## config.mk

```make
export PLATFORM = sky130hd
export DESIGN_NAME = c8vm_ram
export DESIGN_NICKNAME = d
export VERILOG_FILES = /design/src/rtl/c8vm_ram.sv
export SDC_FILE = /design/constraint.sdc
export NUM_CORES = 1
export LEC_CHECK = 0
export ABC_AREA = 1
export BUFFER_PORTS_ARGS = -buffer_cell sky130_fd_sc_hd__buf_4
export CELL_PAD_IN_SITES_DETAIL_PLACEMENT = 2
export CELL_PAD_IN_SITES_GLOBAL_PLACEMENT = 2
export CORE_MARGIN = 2
export CORE_UTILIZATION = 37
export CTS_CLUSTER_DIAMETER = 60
export DETAILED_ROUTE_END_ITERATION = 6
export HOLD_SLACK_MARGIN = 0.15
export PLACE_DENSITY = 0.8
export RECOVER_POWER = 50
export SYNTH_ARGS = -nofsm -noshare
export SYNTH_HDL_FRONTEND = slang
export SYNTH_SLANG_ARGS = --single-unit
export TNS_END_PERCENT = 30
```

## constraint.sdc

```tcl
create_clock -name clk -period 1.1 [get_ports clk]
set_input_delay 0.22 -clock clk [delete_from_list [all_inputs] [get_ports clk]]
set_output_delay 0.22 -clock clk [all_outputs]
set_load 0.005 [all_outputs]
```

## src/rtl/c8vm_ram.sv

```systemverilog
// ----------------------------------------------------------------------------
// c8vm_ram
// Generic memory with one write port and one registered read port.
// ----------------------------------------------------------------------------
module c8vm_ram #(
  parameter int WIDTH = 8,
  parameter int DEPTH = 16
) (
  input  logic                     clk,
  input  logic                     we,
  input  logic [$clog2(DEPTH)-1:0] waddr,
  input  logic [WIDTH-1:0]         wdata,
  input  logic                     re,
  input  logic [$clog2(DEPTH)-1:0] raddr,
  output logic [WIDTH-1:0]         rdata
);

  logic [WIDTH-1:0] mem [DEPTH];

  always_ff @(posedge clk) begin
    if (we) begin
      mem[waddr] <= wdata;
    end
    if (re) begin
      rdata <= mem[raddr];
    end
  end

endmodule

```

# Yosys cells after proc, flatten, opt, wreduce, memory -nomap -nowiden
# Memories as Yosys holds them, arrays and structs flattened. A register that Yosys moved wholly into a read port is not among the register bits.
# Index checks and enable logic that the tools add are counted.
# W data, S select, Z words.
# word_totals
memories	1
elab_cells	3
in_bits	19
register_bits	0
ram_bits	128
# op_classes
n_mux	2
# mem_list
name	depth	width	rd	rd_ports_with_merged_regs	write_ports	line_no	rtl
mem	16	8	1	1	1	18	logic [WIDTH-1:0] mem [DEPTH];
# op_table
operator	n
$mux W1	2

# Longest topological paths before layout
# depth
word_depth	2
mapped_depth	8

# Worst setup path before layout
# Ideal clock, no wire load.
# synth_timing
kind	in2reg
from	input port waddr[3]
to	memory mem[4][0], enable pin
n_path_buf	0
path_slack_ns	-0.071
required_time_ns	0.730
cell_stages	2
arrival_ns	0.801
setup_time_ns	0.370
path_cell_list	nand3b_1 > nor2_1
# synth_lines
element	line_no	rtl
start: declaration	11	input logic [$clog2(DEPTH)-1:0] waddr,
end: declaration	18	
# No word-level cell before the write port.

# Worst setup path after layout
# layout_timing
from	register rdata[7] (read register of mem)
to	output port rdata[7]
# layout_lines
element	line_no	rtl
start: declaration	15	output logic [WIDTH-1:0] rdata
# No word-level cell between the ends.

==> run metrics <==
Critical path origin rdata[7]; Max stage delay cell, worst path sky130_fd_sc_hd__edfxtp_1; dominant cell by count in the synthesized netlist sky130_fd_sc_hd__nand2_1; total of flip-flops plus latches after synthesis 136; r2r setup slk -0.06 ns; top_reg_cell synth sky130_fd_sc_hd__edfxtp_1; Final Core Density 47.2%; max capacitance violation total 0; final worst path period need 1.21 ns; Std-Cell Rows 45; most frequent cells after synthesis sky130_fd_sc_hd__nand2_1 (173), sky130_fd_sc_hd__edfxtp_1 (136), sky130_fd_sc_hd__inv_1 (100); mapped cell area 0.00585 mm²; number of placed instances, taps included 799; sequential fraction of the synthesis area 69.8%; worst flop-to-flop path endpoint rdata[2]; final worst clock skew 0.00957 ns; Setup violations, final 14; clock transition at the register clock pins on the worst setup and hold paths after CTS 0.06 ns; number of DRC violations after detailed routing 0; width of the chip 130 µm; number of antenna diodes 0; detailed-route via count 4,206; slew at the pin closest to its max-slew limit 0.965 ns; post-route worst hold slack 0.302 ns; Routed WL 19.4 mm; ratio of cells with drive above 1 in the final layout 19.4%; CP max stage delay 0.42 ns; GRT overflow 0; Crit Path Class reg2out; global-route wire length before repair 28.6 mm; overall power consumption 12.1 mW; violated checks negative setup slack; CTS HTree Levels 4; share of the clock period used by the worst path after layout 110%; RD Place Congestion 0.778; Synth area leaders sky130_fd_sc_hd__edfxtp_1 (70%), sky130_fd_sc_hd__nand2_1 (11%), sky130_fd_sc_hd__nand3_1 (8.3%), sky130_fd_sc_hd__inv_1 (6.4%), sky130_fd_sc_hd__buf_6 (1.2%); vias in the first global route 4,688; syn avg cell area 10.6 µm²; Layout Nets 631; Post-Synthesis Cells 551; Register Area 0.00408 mm²; height of the die 130 µm; antenna violations before repair 0; data arrival time at the worst-slack endpoint 0.99 ns; distinct cell type count of the synthesized netlist 11; DIE AREA 0.0168 mm²; run status finished, violations left; Hold Crit Class in2reg; syn nets 570; largest voltage drop on the vdd net 989 µV; clock tree root driver cell sky130_fd_sc_hd__clkbuf_16; maximum number of pins on one net before global-route repair 44; sort of element at the start of the critical path flip-flop; ordered list of cells on the worst path buf_6; Cell Pwr Density 1680 mW/mm²; yosys warns 0; detailed placer's ending HPWL 12.2 mm; Crit path depth 1; maximum fanout along the worst path 1; combined global-route utilization of all metal layers 24.2%; endpoint kind of the worst setup timing path primary output; post-detailed-route count of antenna-violating nets 0; via density per instance 5.06; data required time at the worst endpoint 0.88 ns; area grow syn2layout 23.7%; CTS buffer count 17; reg-to-reg startpoint mem[5][2]; unrepaired setup endpoints after global routing yes; Buf+Inv Stages, Crit Path 1; placeable core region 0.0153 mm²; timing-limited maximum frequency 828 MHz; fill cell count 1,580; capture point of the worst path rdata[7]; TritonCTS clock tree yes; Avg WL per Cell 23.3 µm; library cell occupying the most area in the post-synthesis netlist sky130_fd_sc_hd__edfxtp_1; I/O pin total 27; slew margin rel. 35.6%; fraction of post-synthesis cell area in the top cell type by area 69.8%; number of I/O port buffers 26; Post-synth EDFFs 136; Starting Density 38.2%; area occupied by multi-input gates 0.00139 mm²; asr flop ratio synth 0%; leak pwr 3.09 nW; buffer levels on the longest clock path 2; Final Hold Violating Endpoints 0; non-filler cells, final 831; # clock sinks 136; TritonRoute pass-1 iters 4; clock network latency to the later pin of the worst-skew pair 0.42 ns; worst-case setup margin in the final layout -0.108 ns; number of DRC violations after detailed-routing iteration 0 320; worst-case setup slack after placement -0.445 ns; kind of cell with the highest combined delay on the critical path flip-flops; Final Max Slew Viols 0; cells on worst reg2reg path 6; number of buffers inserted by post-CTS setup repair 0
-- worst min-delay path by stage --
| stage | start | end | slack [ns] | depth (start not counted) |
|---|---|---|---|---|
| after floorplan | wdata[0] | mem[0][0] | 0.32 | 0 |
| after global placement | re | rdata[3] | 0.54 | 1 |
| after detailed placement | re | rdata[3] | 0.55 | 1 |
| after CTS | wdata[1] | mem[1][1] | 0.15 | 1 |
| after global routing | raddr[3] | rdata[7] | 0.31 | 4 |
| final | raddr[3] | rdata[4] | 0.30 | 4 |
-- where the power goes --
part	internal, mW	total, mW	switching [mW]	leakage [nW]
Clock	3.24	5.28	2.05	0.256
Combinational	0.330	0.966	0.636	1.60
Sequential	5.84	5.88	0.0398	1.24
-- state kept, by name, summed over array words and instances, names as in the netlist --
name / cells
rdata: 8
mem: 128
-- metrics by stage --
stage / setup TNS, ns / instance area, µm²
4_1_cts: -1.06 / 7140
3_5_place_dp: -17.19 / 6520
5_1_grt: -1.45 / 7230
3_3_place_gp: -9.58 / 6520
2_1_floorplan: -6.23 / 5850
6_report: -0.695 / 7230
-- final cells by class --
cell class / instances / area share, %
Sequential cell: 136 / 56.5
Clock buffer: 20 / 6.04
Tap cell: 211 / 3.65
Clock inverter: 7 / 1.14
Inverter: 102 / 5.29
Multi-Input combinational cell: 289 / 19.2
Timing Repair Buffer: 66 / 8.20
-- placed cells by master, fill, tap and decap left out, drive strengths merged --
cell type / instances
clkinv: 5
nand3: 97
nand2: 173
edfxtp: 136
clkbuf: 33
dlygate4sd3: 5
buf: 48
nand3b: 2
nor2: 17
inv: 102
bufinv: 2
-- logic make-up (layout without fill, tap and decap cells) --
kind of cell	Yosys count	count (layout)	synth area share [%]
flip-flops	136	136	69.8
AND/OR/NAND/NOR	289	289	20.8
buffers and inverters	126	195	9.39
-- repair_timing --
| action | in CTS | in global routing |
|---|---|---|
| endpoints found under the hold margin | 49 | 4 |
| hold buffers | 4 | 1 |
| pin swaps | 12 | 11 |
| endpoints found under the setup margin | 16 | 16 |
| gates resized for setup | 16 | 29 |
-- layer usage --
layer	vias up	share of wire (%)	global-route usage (%)
met5	-	0	0
met4	0	2.0	9.42
met3	29	3.9	5.62
met2	95	53	42.3
met1	2180	41	29.2
li1	1902	-	-
No activity file was read; power rests on OpenSTA's default activity.
