$ cat src/rtl/c8vm_pkg.sv
// ----------------------------------------------------------------------------
// c8vm_pkg
// Shared types, constants and tables of the bytecode interpreter core.
// ----------------------------------------------------------------------------
package c8vm_pkg;

  localparam int MEM_BYTES = 4096;
  localparam int MEM_AW = 12;
  localparam int FONT_BASE = 80;
  localparam int FONT_LEN = 80;
  localparam int SCREEN_W = 64;
  localparam int SCREEN_H = 32;
  localparam int ROW_AW = 5;
  localparam int NUM_REGS = 16;
  localparam int REG_AW = 4;
  localparam logic [15:0] PC_RESET = 16'h0200;
  localparam logic [15:0] PC_LIMIT = 16'd4095;

  localparam logic [1:0] FN_LOAD = 2'd0;
  localparam logic [1:0] FN_EXEC = 2'd1;
  localparam logic [1:0] FN_TICK = 2'd2;
  localparam logic [1:0] FN_ROW = 2'd3;

  localparam logic [1:0] ST_OK = 2'd0;
  localparam logic [1:0] ST_MEM = 2'd1;
  localparam logic [1:0] ST_STACK = 2'd2;
  localparam logic [1:0] ST_ILLEGAL = 2'd3;

  localparam logic [3:0] OP_SYS = 4'h0;
  localparam logic [3:0] OP_JP = 4'h1;
  localparam logic [3:0] OP_CALL = 4'h2;
  localparam logic [3:0] OP_SE = 4'h3;
  localparam logic [3:0] OP_SNE = 4'h4;
  localparam logic [3:0] OP_SER = 4'h5;
  localparam logic [3:0] OP_LD = 4'h6;
  localparam logic [3:0] OP_ADD = 4'h7;
  localparam logic [3:0] OP_ALU = 4'h8;
  localparam logic [3:0] OP_SNER = 4'h9;
  localparam logic [3:0] OP_LDI = 4'hA;
  localparam logic [3:0] OP_JPV0 = 4'hB;
  localparam logic [3:0] OP_RND = 4'hC;
  localparam logic [3:0] OP_DRW = 4'hD;
  localparam logic [3:0] OP_SKP = 4'hE;
  localparam logic [3:0] OP_MISC = 4'hF;

  localparam logic [11:0] SYS_CLS = 12'h0E0;
  localparam logic [11:0] SYS_RET = 12'h0EE;

  localparam logic [3:0] ALU_MOV = 4'h0;
  localparam logic [3:0] ALU_OR = 4'h1;
  localparam logic [3:0] ALU_AND = 4'h2;
  localparam logic [3:0] ALU_XOR = 4'h3;
  localparam logic [3:0] ALU_ADD = 4'h4;
  localparam logic [3:0] ALU_SUB = 4'h5;
  localparam logic [3:0] ALU_SHR = 4'h6;
  localparam logic [3:0] ALU_SUBN = 4'h7;
  localparam logic [3:0] ALU_SHL = 4'hE;

  localparam logic [7:0] KEY_DOWN = 8'h9E;
  localparam logic [7:0] KEY_UP = 8'hA1;

  localparam logic [7:0] F_GET_DT = 8'h07;
  localparam logic [7:0] F_WAIT_KEY = 8'h0A;
  localparam logic [7:0] F_SET_DT = 8'h15;
  localparam logic [7:0] F_SET_ST = 8'h18;
  localparam logic [7:0] F_ADD_I = 8'h1E;
  localparam logic [7:0] F_GLYPH = 8'h29;
  localparam logic [7:0] F_BCD = 8'h33;
  localparam logic [7:0] F_STORE = 8'h55;
  localparam logic [7:0] F_LOAD = 8'h65;

  localparam logic [7:0] GLYPHS [FONT_LEN] = '{
    8'hF0, 8'h90, 8'h90, 8'h90, 8'hF0, 8'h20, 8'h60, 8'h20, 8'h20, 8'h70,
    8'hF0, 8'h10, 8'hF0, 8'h80, 8'hF0, 8'hF0, 8'h10, 8'hF0, 8'h10, 8'hF0,
    8'h90, 8'h90, 8'hF0, 8'h10, 8'h10, 8'hF0, 8'h80, 8'hF0, 8'h10, 8'hF0,
    8'hF0, 8'h80, 8'hF0, 8'h90, 8'hF0, 8'hF0, 8'h10, 8'h20, 8'h40, 8'h40,
    8'hF0, 8'h90, 8'hF0, 8'h90, 8'hF0, 8'hF0, 8'h90, 8'hF0, 8'h10, 8'hF0,
    8'hF0, 8'h90, 8'hF0, 8'h90, 8'h90, 8'hE0, 8'h90, 8'hE0, 8'h90, 8'hE0,
    8'hF0, 8'h80, 8'h80, 8'h80, 8'hF0, 8'hE0, 8'h90, 8'h90, 8'h90, 8'hE0,
    8'hF0, 8'h80, 8'hF0, 8'h80, 8'hF0, 8'hF0, 8'h80, 8'hF0, 8'h80, 8'h80
  };

  typedef enum logic [4:0] {
    S_CLEAR, S_IDLE, S_ROW, S_FETCH_HI, S_FETCH_LO, S_READ_X, S_READ_Y,
    S_EXEC, S_POP, S_WRITE_VF, S_DRAW_RD, S_DRAW_WR, S_BCD,
    S_STORE_RD, S_STORE_WR, S_LOAD_RD, S_LOAD_WR, S_DONE
  } state_t;

  typedef struct packed {
    logic [7:0] value;
    logic flag;
    logic set_vf;
    logic illegal;
  } alu_res_t;

endpackage

$ cat src/rtl/c8vm_alu.sv
// ----------------------------------------------------------------------------
// c8vm_alu
// Register-to-register arithmetic and logic of the 8xyn instruction group.
// ----------------------------------------------------------------------------
module c8vm_alu import c8vm_pkg::*; (
  input  logic [3:0] op,
  input  logic [7:0] a,
  input  logic [7:0] b,
  output alu_res_t   res
);

  logic [8:0] sum;

  assign sum = {1'b0, a} + {1'b0, b};

  always_comb begin
    res = '0;
    case (op)
      ALU_MOV: res.value = b;
      ALU_OR: res.value = a | b;
      ALU_AND: res.value = a & b;
      ALU_XOR: res.value = a ^ b;
      ALU_ADD: begin
        res.value = sum[7:0];
        res.flag = sum[8];
        res.set_vf = 1'b1;
      end
      ALU_SUB: begin
        res.value = a - b;
        res.flag = (a >= b);
        res.set_vf = 1'b1;
      end
      ALU_SHR: begin
        res.value = {1'b0, a[7:1]};
        res.flag = a[0];
        res.set_vf = 1'b1;
      end
      ALU_SUBN: begin
        res.value = b - a;
        res.flag = !(a > b);
        res.set_vf = 1'b1;
      end
      ALU_SHL: begin
        res.value = {a[6:0], 1'b0};
        res.flag = a[7];
        res.set_vf = 1'b1;
      end
      default: res.illegal = 1'b1;
    endcase
  end

endmodule

$ cat config.mk
export PLATFORM = sky130hd
export DESIGN_NAME = c8vm_alu
export DESIGN_NICKNAME = d
export VERILOG_FILES = /design/src/rtl/c8vm_pkg.sv /design/src/rtl/c8vm_alu.sv
export SDC_FILE = /design/constraint.sdc
export NUM_CORES = 1
export LEC_CHECK = 0
export ABC_AREA = 1
export BUFFER_PORTS_ARGS = -buffer_cell sky130_fd_sc_hd__buf_4
export CORE_MARGIN = 2
export CORE_UTILIZATION = 40
export DETAILED_ROUTE_END_ITERATION = 8
export PLACE_DENSITY = 0.72
export SETUP_SLACK_MARGIN = 0.3
export SKIP_LAST_GASP = 1
export SLEW_MARGIN = 10
export SYNTH_ARGS = -nofsm -noshare
export SYNTH_HDL_FRONTEND = slang
export SYNTH_SLANG_ARGS = --single-unit
$ cat constraint.sdc
create_clock -name vclk -period 2
set_input_delay 0.2 -clock vclk [all_inputs]
set_output_delay 0.2 -clock vclk [all_outputs]
set_load 0.01 [all_outputs]
Yosys cells after proc, flatten, opt, wreduce, memory -nomap -nowiden
Index checks and enable logic that the tools add are counted.
{"block": "totals", "in_bits": 20, "output_inout_bits": 11, "ff_bits": 0}
{"block": "op_classes", "n_lt_le_gt_ge": 2, "n_addsub": 3, "n_eq_ne": 8, "bitwise_logic": 3, "n_reduce_logical": 3, "muxes": 3}
{"operator": "case mux 8 bit (9 select lines)", "count": 1}
{"operator": "== test 4 x 3 -> 1 bit (second input constant)", "count": 4}
{"operator": "subtractor 8 bit", "count": 2}
{"operator": "case mux 2 bit (5 select lines)", "count": 1}
{"operator": "adder 8 x 8 -> 9 bit", "count": 1}
{"operator": "OR reduction 9 bit", "count": 1}
{"operator": "bitwise AND 8 bit", "count": 1}
{"operator": "== test 4 x 2 -> 1 bit (second input constant)", "count": 2}
{"operator": ">= comparator 8 bit", "count": 1}
{"operator": "greater-than comparator 8 bit", "count": 1}
{"operator": "bitwise OR 8 bit", "count": 1}
{"operator": "bitwise XOR 8 bit", "count": 1}
{"operator": "== test 4 x 1 -> 1 bit (second input constant)", "count": 1}
{"operator": "== test 4 bit (second input constant)", "count": 1}
{"operator": "logical NOT 4 bit", "count": 1}
{"operator": "logical NOT 1 bit", "count": 1}
{"operator": "2-to-1 mux 1 bit", "count": 1}

Logic depth before layout (Yosys ltp)
Gate-level depths: netlist (run 1).
{"block": "logic_depth", "word_depth": 3, "mapped_depth": 13, "mapped_depth_nobuf": 12}

Least setup slack after synthesis (run 1)
OpenSTA, ideal clock, no wires.
{"block": "synth_path", "path_kind": "input to output", "start": "input port a[0]", "end": "output port res[2] (netlist name)", "n_path_buf": 0, "slack_ns": 0.423, "t_arrival_ns": 1.377, "stages": 10, "path_cell_list": "inv_1 -> ha_1 -> inv_1 -> fa_1 -> nand2_1 -> nand2_2 -> nand3_2 -> nand3_1 -> a21oi_1 -> nand3_1"}
{"item": "start: declaration", "line_no": "c8vm_alu.sv:7", "text": "input logic [7:0] a,"}
{"item": "end: declaration", "line_no": "c8vm_alu.sv:9", "text": "output alu_res_t res"}

==> run metrics, run 1 <==
outcome=completed; kind of end point of the critical path=output port; Worst Setup Start Kind=input port; initial antenna violation count=0; top cell type by total area after synthesis=sky130_fd_sc_hd__ha_1; die outline height=between 70 and 80 um; CP arrival=~1.6 ns; Storage cell area=0 um^2; DRT antenna net count=0; global-route wire length before repair=approximately 9200 um; minimum period implied by the final worst setup slack=roughly 1.8 ns; I/O pin total=31; Worst slew margin=0.743; maximum fanout along the worst path=5; horizontal extent of the die=roughly 70 um; IO Port Bufs=31; Synth-to-Final Area Change=37.8%; Final setup viols=0; detailed-route wire length=~5700 um; Yosys Warn Count=0; largest cells by area after synthesis=sky130_fd_sc_hd__ha_1, sky130_fd_sc_hd__nand2_1, sky130_fd_sc_hd__inv_1; transition time of the tightest slew-check pin=0.385 ns; Layout Cell Area excl Fill=roughly 2400 um^2; Cell Chain, Critical Path=buf_12, ha_4, fa_2, nand2_2, nand3_2, nand3_2, nand3_1, nand2_1, nor2_1, nor2_1, nand3_2, buf_4; share of post-route cells with drive strength above 1=0.333; Worst path depth=12; number of sequential cells=0; setup repair after global routing missed its margin=yes; endpoint of the worst setup timing path=res[9]; Antenna Cells=0; number of global-route vias before repair=roughly 2000; Final Max Slew Viols=0; Total Neg Setup Slack=0 ns; Remaining DRCs=0; total overflow reported by the global router=0; critical path start-end classification=in -> out; stage delay of the slowest cell on the critical path=0.34 ns; routed via count divided by cell count=5.33; Avg Cell Area, Syn=roughly 5.6 um^2; total half-perimeter wirelength after legalization and detailed placement=4350 um; Netlist cell types=31; share of the clock period used by the worst path=0.901; fraction of synthesized cell area taken by the top area cell type=0.229; router iterations before antenna repair=6; cell area reported after detailed placement=between 2000 and 2500 um^2; via count=2179; initial standard-cell utilization of the core=0.407; Achievable Freq=around 550 MHz; maximum number of pins on one net before global-route repair=12; average wire length per cell after detail routing=between 10 and 15 um; Final nets=roughly 410; area taken by multi-input logic gates=around 1700 um^2; worst hold-check path type=in -> out; post-placement worst setup slack=between 0.02 and 0.03 ns; Die Footprint=slightly below 5000 um^2; GRT Resource Usage Total=0.226; area of the placeable core=4290 um^2; final hold viol count=0; Synth Cell Area=1750 um^2; number of placement rows=24; buffer and inverter count on the worst path=2; Worst IR Drop VDD=between 0.1 and 0.15 mV; number of maximum-capacitance constraint violations=0; layout clock buffer count=0; DRC marker count from the first detailed-route iteration=~170; leakage power figure=1.26 nW; slowest cell on the critical path=sky130_fd_sc_hd__fa_2; cell type with the highest occurrence count on the critical path=sky130_fd_sc_hd__nand3_2; total power divided by cell area=251 nW/um^2; Synth Net Count=about 370; Cells after Synth=approximately 310; Critical path origin=a[0]; sequential element share of the synthesized area=0; filler cell count=approximately 450; weighted congestion at the end of routability-driven global placement=~0.99; required time at the endpoint of the critical path=1.80 ns; dominant delay contributor by cell family on the critical path=simple AND/OR/NAND/NOR gates; final worst-path setup slack=between 0.15 and 0.2 ns
-- metal layers --
| metal | share of wire | routed length, um | global-route usage |
|---|---|---|---|
| met2 | 0.49 | 2770 | 0.399 |
| met4 | 0.029 | 165 | 0.0641 |
| met5 | 0 | 0 | 0 |
| met3 | 0.056 | 320 | 0.00866 |
| met1 | 0.43 | 2410 | 0.298 |
-- logic make-up (layout without fill, tap and decap cells) --
group | count (synthesis) | in the layout | synth area share
buffers and inverters | 64 | 108 | 0.154
adders and majority gates | 35 | 35 | 0.263
AOI/OAI and AO/OA | 44 | 44 | 0.153
xor gates and xnor gates | 3 | 3 | 0.0150
and+or+nand+nor | 167 | 167 | 0.415
-- cells in the mapped netlist --
master / n
sky130_fd_sc_hd__nand3_2: 1
sky130_fd_sc_hd__nor2_2: 5
sky130_fd_sc_hd__a21oi_1: 14
sky130_fd_sc_hd__nand4_1: 4
sky130_fd_sc_hd__buf_4: 3
sky130_fd_sc_hd__and2_1: 1
sky130_fd_sc_hd__nor2_4: 1
sky130_fd_sc_hd__o21bai_1: 2
sky130_fd_sc_hd__fa_1: 3
sky130_fd_sc_hd__inv_1: 49
sky130_fd_sc_hd__o21ai_0: 9
sky130_fd_sc_hd__nor3_1: 2
sky130_fd_sc_hd__clkinv_2: 2
sky130_fd_sc_hd__xnor2_1: 2
sky130_fd_sc_hd__a21oi_2: 2
sky130_fd_sc_hd__nand2_2: 5
sky130_fd_sc_hd__o22ai_1: 7
sky130_fd_sc_hd__xor2_1: 1
sky130_fd_sc_hd__a221oi_1: 1
sky130_fd_sc_hd__o2bb2ai_1: 1
sky130_fd_sc_hd__nor3b_1: 1
sky130_fd_sc_hd__inv_2: 8
sky130_fd_sc_hd__o221ai_1: 1
sky130_fd_sc_hd__nand3_1: 33
sky130_fd_sc_hd__o211ai_1: 4
sky130_fd_sc_hd__nand2_1: 84
sky130_fd_sc_hd__o21ai_1: 1
sky130_fd_sc_hd__a22oi_1: 2
sky130_fd_sc_hd__buf_6: 2
sky130_fd_sc_hd__ha_1: 32
sky130_fd_sc_hd__nor2_1: 30
-- power breakdown --
| part | switching (W) | internal, W |
|---|---|---|
| clock network | 0 | 0 |
| logic | 0.000344 | 0.000262 |
| registers | 0 | 0 |
| total | 0.000344 | 0.000262 |
-- worst min path at each step --
stage	depth (start not counted)	to	slack (ns)	from
2_1_floorplan	2	res[0]	0.51	op[3]
3_3_place_gp	4	res[0]	0.76	op[3]
3_5_place_dp	4	res[0]	0.77	op[3]
4_1_cts	4	res[4]	0.77	a[0]
5_1_grt	4	res[4]	0.78	a[0]
6_report	4	res[0]	0.76	op[3]
-- placed cells by master (no fill, tap or decap), types with 4 or more instances in the layout --
master,n
sky130_fd_sc_hd__nand2_1,76
sky130_fd_sc_hd__buf_4,43
sky130_fd_sc_hd__inv_1,36
sky130_fd_sc_hd__nor2_1,29
sky130_fd_sc_hd__nand3_1,27
sky130_fd_sc_hd__ha_1,23
sky130_fd_sc_hd__inv_2,14
sky130_fd_sc_hd__nand2_2,13
sky130_fd_sc_hd__a21oi_1,11
sky130_fd_sc_hd__ha_4,9
sky130_fd_sc_hd__inv_4,7
sky130_fd_sc_hd__nand3_2,7
sky130_fd_sc_hd__o22ai_1,7
sky130_fd_sc_hd__nor2_2,5
sky130_fd_sc_hd__o21ai_0,5
sky130_fd_sc_hd__o21ai_1,4
sky130_fd_sc_hd__nand4_1,4
sky130_fd_sc_hd__o211ai_1,4
-- stage by stage --
| step | std cells | hold slack [ns] | power [W] | util |
|---|---|---|---|---|
| floorplan | 313 | 0.508 | 0.000320 | - |
| global placement | 399 | 0.761 | 0.000476 | 0.480 |
| detailed placement | 399 | 0.765 | 0.000483 | 0.480 |
| CTS | 406 | 0.766 | 0.000568 | 0.541 |
| global route | 409 | 0.782 | 0.000666 | 0.561 |
| finish | 409 | 0.763 | 0.000606 | 0.561 |
-- cell type report --
cell class / instances / area share
multi-input cells: 249 / 0.704
repair buffers: 49 / 0.169
inverters: 59 / 0.100
well taps: 52 / 0.0270
-- timing repair --
action / in CTS / in global routing
setup endpoints to repair: 8 / 8
pin swaps: 18 / 14
resized for setup: 59 / 19
buffers inserted: 7 / 3
hold buffers: 0 / 0
endpoints found under the hold margin: 0 / 0
(Power assumes the default switching activity.)
==> run 2, diff against run 1 <==
--- a/config.mk
+++ b/config.mk
@@ -8,9 +8,9 @@
 export ABC_AREA = 1
 export BUFFER_PORTS_ARGS = -buffer_cell sky130_fd_sc_hd__buf_4
 export CORE_MARGIN = 2
-export CORE_UTILIZATION = 40
+export CORE_UTILIZATION = 42
 export DETAILED_ROUTE_END_ITERATION = 8
-export PLACE_DENSITY = 0.72
+export PLACE_DENSITY = 0.75
 export SETUP_SLACK_MARGIN = 0.3
 export SKIP_LAST_GASP = 1
 export SLEW_MARGIN = 10
==> run metrics, run 2 (same netlist as run 1, synthesis figures left out) <==
outcome=completed (unchanged); I/O pin total=31 (unchanged); Die Footprint=4700 um^2 (was 4920 um^2); number of global-route vias before repair=2037 (was 2048); number of sequential cells=0 (unchanged); transition time of the tightest slew-check pin=0.370 ns (was 0.385 ns); required time at the endpoint of the critical path=1.80 ns (about the same); Synth-to-Final Area Change=41.1% (was 37.8%); horizontal extent of the die=68.5 um (was 70.1 um); Antenna Cells=0 (unchanged); number of cells traversed by the worst hold path=4 (unchanged); Achievable Freq=557 MHz (was 555 MHz); Final nets=419 (was 414); final hold viol count=0 (unchanged); most common cell after layout, fill and taps aside=sky130_fd_sc_hd__nand2_1 (unchanged); Final setup viols=0 (unchanged); area of the placeable core=4000 um^2 (was 4290 um^2); leakage power figure=1.29 nW (was 1.26 nW); launch point of the worst hold path=a[0] (was op[3]); DRC marker count from the first detailed-route iteration=138 (was 167); non-filler instance count after layout=412 (was 409); Cell Chain, Critical Path=buf_4, inv_4, ha_4, buf_6, nor2_4, nand2_2, nand2_2, nand3_2, nand2_1, nand2_1, nand2_1, nand3_2, buf_6 (was buf_12, ha_4, fa_2, nand2_2, nand3_2, nand3_2, nand3_1, nand2_1, nor2_1, nor2_1, nand3_2, buf_4); final cell utilization of the core=0.617 (was 0.561); Worst IR Drop VDD=0.121 mV (was 0.135 mV); CP arrival=1.59 ns (was 1.60 ns); router iterations before antenna repair=5 (was 6); GRT Resource Usage Total=0.254 (was 0.226); share of the clock period used by the worst path=0.897 (was 0.901); Remaining DRCs=0 (unchanged); Worst slew margin=0.753 (was 0.743); number of placement rows=23 (was 24); layout clock buffer count=0 (unchanged); worst hold-check path type=in -> out (unchanged); Min Hold Slack=0.754 ns (was 0.763 ns); number of maximum-capacitance constraint violations=0 (unchanged); maximum fanout along the worst path=6 (was 5); weighted congestion at the end of routability-driven global placement=1.02 (was 0.990); stage delay of the slowest cell on the critical path=0.22 ns (was 0.34 ns); initial standard-cell utilization of the core=0.437 (was 0.407); dominant delay contributor by cell family on the critical path=simple AND/OR/NAND/NOR gates (unchanged); IO Port Bufs=31 (unchanged); Final Max Slew Viols=0 (unchanged); total overflow reported by the global router=0 (unchanged); total half-perimeter wirelength after legalization and detailed placement=4320 um (was 4350 um); setup repair after global routing missed its margin=yes (unchanged); die outline height=68.5 um (was 70.1 um); maximum number of pins on one net before global-route repair=11 (was 12); Worst Hold Endpoint=res[4] (was res[0]); cell type with the highest occurrence count on the critical path=sky130_fd_sc_hd__nand2_1 (was sky130_fd_sc_hd__nand3_2); slowest cell on the critical path=sky130_fd_sc_hd__ha_4 (was sky130_fd_sc_hd__fa_2); Total Neg Setup Slack=0 ns (unchanged); kind of end point of the critical path=output port (unchanged); Storage cell area=0 um^2 (unchanged); global-route wire length before repair=9150 um (was 9230 um); buffer and inverter count on the worst path=4 (was 2); minimum period implied by the final worst setup slack=1.79 ns (was 1.80 ns); DRT antenna net count=0 (unchanged); total power divided by cell area=260 nW/um^2 (was 251 nW/um^2); Worst Setup Start Kind=input port (unchanged); detailed-route wire length=5970 um (was 5670 um); critical path start-end classification=in -> out (unchanged); CTS Hold Bufs=0 (unchanged); average wire length per cell after detail routing=14.5 um (was 13.9 um); leading cell types in the layout, fill and taps excluded=sky130_fd_sc_hd__nand2_1, sky130_fd_sc_hd__buf_4, sky130_fd_sc_hd__inv_1, sky130_fd_sc_hd__nor2_1, sky130_fd_sc_hd__nand3_1 (unchanged); initial antenna violation count=0 (unchanged); share of post-route cells with drive strength above 1=0.340 (was 0.333); total instance count after detailed placement=403 (was 399); routed via count divided by cell count=5.54 (was 5.33); via count=2281 (was 2179)
-- run 2: per-stage QoR --
stage	cell area, um^2	total power [W]	setup slack (ns)
floorplan	1750	0.000320	0.423
global placement	2100	0.000496	0.0180
detailed placement	2100	0.000498	0.0241
CTS	2300	0.000556	0.208
global route	2470	0.000698	0.139
finish	2470	0.000641	0.206
-- run 2: power by group --
group | total (W) | internal (W) | switching [W]
clock | 0 | 0 | 0
combinational | 0.000641 | 0.000278 | 0.000363
sequential | 0 | 0 | 0
-- run 2: area by class of cell --
type / instances / area, um^2
fill: 362 / 1530
inverter: 59 / 236
multi-input combinational: 249 / 1720
tap: 50 / 62.6
timing repair buffer: 54 / 452
-- run 2: how the worst max path moves through the flow --
stage,startpoint,to,slack [ns],cells after the start
floorplan,a[0],res[2],0.42,10
global placement,a[0],res[2],0.02,12
detailed placement,a[0],res[2],0.02,12
CTS,a[0],res[9],0.21,12
global route,a[2],res[2],0.14,13
finish,a[2],res[2],0.21,13
-- run 2: repair_timing --
action,4_1_cts,5_1_grt
setup buffers,5,4
setup endpoints to repair,8,8
resized for setup,41,41
pin swaps,16,21
endpoints found under the hold margin,0,0
-- run 2: per-layer routing --
metal,up-vias,track usage,share of wire
met2,124,0.431,0.47
met5,-,0,0
met4,0,0.0475,0.021
met3,14,0.0114,0.084
met1,1037,0.357,0.42
li1,1106,-,-
==> run 3, diff against run 2 <==
--- a/config.mk
+++ b/config.mk
@@ -7,11 +7,9 @@
 export LEC_CHECK = 0
 export ABC_AREA = 1
 export BUFFER_PORTS_ARGS = -buffer_cell sky130_fd_sc_hd__buf_4
-export CORE_MARGIN = 2
 export CORE_UTILIZATION = 42
 export DETAILED_ROUTE_END_ITERATION = 8
 export PLACE_DENSITY = 0.75
-export SETUP_SLACK_MARGIN = 0.3
 export SKIP_LAST_GASP = 1
 export SLEW_MARGIN = 10
 export SYNTH_ARGS = -nofsm -noshare
==> run metrics, run 3 (same netlist as run 1, synthesis figures left out) <==
outcome=completed (unchanged); total power divided by cell area=248 nW/um^2 (was 260 nW/um^2); Remaining DRCs=0 (unchanged); routed via count divided by cell count=5.25 (was 5.54); leakage power figure=1.18 nW (was 1.29 nW); total overflow reported by the global router=0 (unchanged); Cell Chain, Critical Path=buf_4, inv_1, ha_1, inv_1, fa_2, nand2_2, nand2_2, nand3_2, nand3_1, a21oi_1, nand3_1, buf_4 (was buf_4, inv_4, ha_4, buf_6, nor2_4, nand2_2, nand2_2, nand3_2, nand2_1, nand2_1, nand2_1, nand3_2, buf_6); minimum period implied by the final worst setup slack=1.91 ns (was 1.79 ns); global-route wire length before repair=8630 um (was 9150 um); IO Port Bufs=31 (unchanged); maximum fanout along the worst path=5 (was 6); most common cell after layout, fill and taps aside=sky130_fd_sc_hd__nand2_1 (unchanged); maximum number of pins on one net before global-route repair=11 (unchanged); Antenna Cells=0 (unchanged); Synth-to-Final Area Change=23.7% (was 41.1%); share of post-route cells with drive strength above 1=0.226 (was 0.340); Worst IR Drop VDD=0.102 mV (was 0.121 mV); setup repair after global routing missed its margin=yes (unchanged); Final Max Slew Viols=0 (unchanged); number of sequential cells=0 (unchanged); Final setup viols=0 (unchanged); launch point of the worst hold path=op[2] (was a[0]); GRT Resource Usage Total=0.252 (was 0.254); area of the placeable core=4000 um^2 (unchanged); met2 usage in global routing=0.443 (was 0.431); detailed-route wire length=5310 um (was 5970 um); CTS Hold Bufs=0 (unchanged); horizontal extent of the die=66.5 um (was 68.5 um); total half-perimeter wirelength after legalization and detailed placement=4350 um (was 4320 um); number of maximum-capacitance constraint violations=0 (unchanged); required time at the endpoint of the critical path=1.80 ns (about the same); leading cell types in the layout, fill and taps excluded=sky130_fd_sc_hd__nand2_1, sky130_fd_sc_hd__inv_1, sky130_fd_sc_hd__buf_4, sky130_fd_sc_hd__nand3_1, sky130_fd_sc_hd__nor2_1 (was sky130_fd_sc_hd__nand2_1, sky130_fd_sc_hd__buf_4, sky130_fd_sc_hd__inv_1, sky130_fd_sc_hd__nor2_1, sky130_fd_sc_hd__nand3_1); Storage cell area=0 um^2 (unchanged); Worst Hold Endpoint=res[1] (was res[4]); Final nets=406 (was 419); DRT antenna net count=0 (unchanged); share of the clock period used by the worst path=0.957 (was 0.897); filler cell count=422 (was 362); worst hold-check path type=in -> out (unchanged); non-filler instance count after layout=399 (was 412); stage delay of the slowest cell on the critical path=0.37 ns (was 0.22 ns); average wire length per cell after detail routing=13.3 um (was 14.5 um); number of placement rows=23 (unchanged); I/O pin total=31 (unchanged); number of cells traversed by the worst hold path=4 (unchanged); die outline height=66.5 um (was 68.5 um); critical path start-end classification=in -> out (unchanged); layout clock buffer count=0 (unchanged); initial antenna violation count=0 (unchanged); global routing's busiest layer=met2 (unchanged); weighted congestion at the end of routability-driven global placement=0.931 (was 1.02); transition time of the tightest slew-check pin=0.347 ns (was 0.370 ns); kind of end point of the critical path=output port (unchanged); dominant delay contributor by cell family on the critical path=adder cells (was simple AND/OR/NAND/NOR gates); total instance count after detailed placement=399 (was 403); buffer and inverter count on the worst path=4 (unchanged); initial standard-cell utilization of the core=0.437 (unchanged); Total Neg Setup Slack=0 ns (unchanged); router iterations before antenna repair=7 (was 5); final hold viol count=0 (unchanged); global routing met1 resource utilization=0.343 (was 0.357); DRC marker count from the first detailed-route iteration=149 (was 138); slowest cell on the critical path=sky130_fd_sc_hd__fa_2 (was sky130_fd_sc_hd__ha_4); number of global-route vias before repair=1881 (was 2037); Worst slew margin=0.768 (was 0.753); Achievable Freq=523 MHz (was 557 MHz); met3 global-route usage=0.0154 (was 0.0114); Worst Setup Start Kind=input port (unchanged); Die Footprint=4430 um^2 (was 4700 um^2); via count=2096 (was 2281); CP arrival=1.71 ns (was 1.59 ns)
[run 3: through the flow]
stage / util / cell area, um^2 / total power [W] / setup slack [ns] / hold WS (ns)
after CTS: 0.519 / 2070 / 0.000496 / 0.0325 / 0.764
after global placement: 0.519 / 2070 / 0.000489 / 0.0146 / 0.763
final: 0.541 / 2160 / 0.000536 / 0.0863 / 0.761
after global routing: 0.541 / 2160 / 0.000597 / -0.0471 / 0.798
after floorplan: - / 1750 / 0.000320 / 0.423 / 0.508
after detailed placement: 0.519 / 2070 / 0.000493 / 0.0332 / 0.760
[run 3: how the worst max path moves through the flow]
stage / end / startpoint / cells past startpoint
floorplan: res[2] / a[0] / 10
global placement: res[2] / a[0] / 12
detailed placement: res[2] / a[0] / 12
CTS: res[2] / a[0] / 12
global route: res[7] / a[0] / 11
finish: res[2] / a[0] / 12
[run 3: where the power goes]
group / leakage [nW] / switching [W] / total, W / internal, W
registers: 0 / 0 / 0 / 0
clock network: 0 / 0 / 0 / 0
logic: 1.18 / 0.000315 / 0.000536 / 0.000221
[run 3: timing repair]
action,in CTS,in global routing
endpoints found under the setup margin,0,6
hold endpoints to repair,0,0
buffers inserted,0,0
gates resized for setup,0,20
[run 3: cell type report]
type	instances	area, um^2	share of cell area
Multi-Input combinational cell	249	1570	0.725
Inverter	59	224	0.103
Timing Repair Buffer	41	308	0.142
Tap cell	50	62.6	0.0289
[run 3: layer usage]
metal  part of all wire  vias up
li1                   -     1069
met1               0.44      929
met2               0.46       96
met3              0.089        2
met4             0.0040        0
met5                  0        -
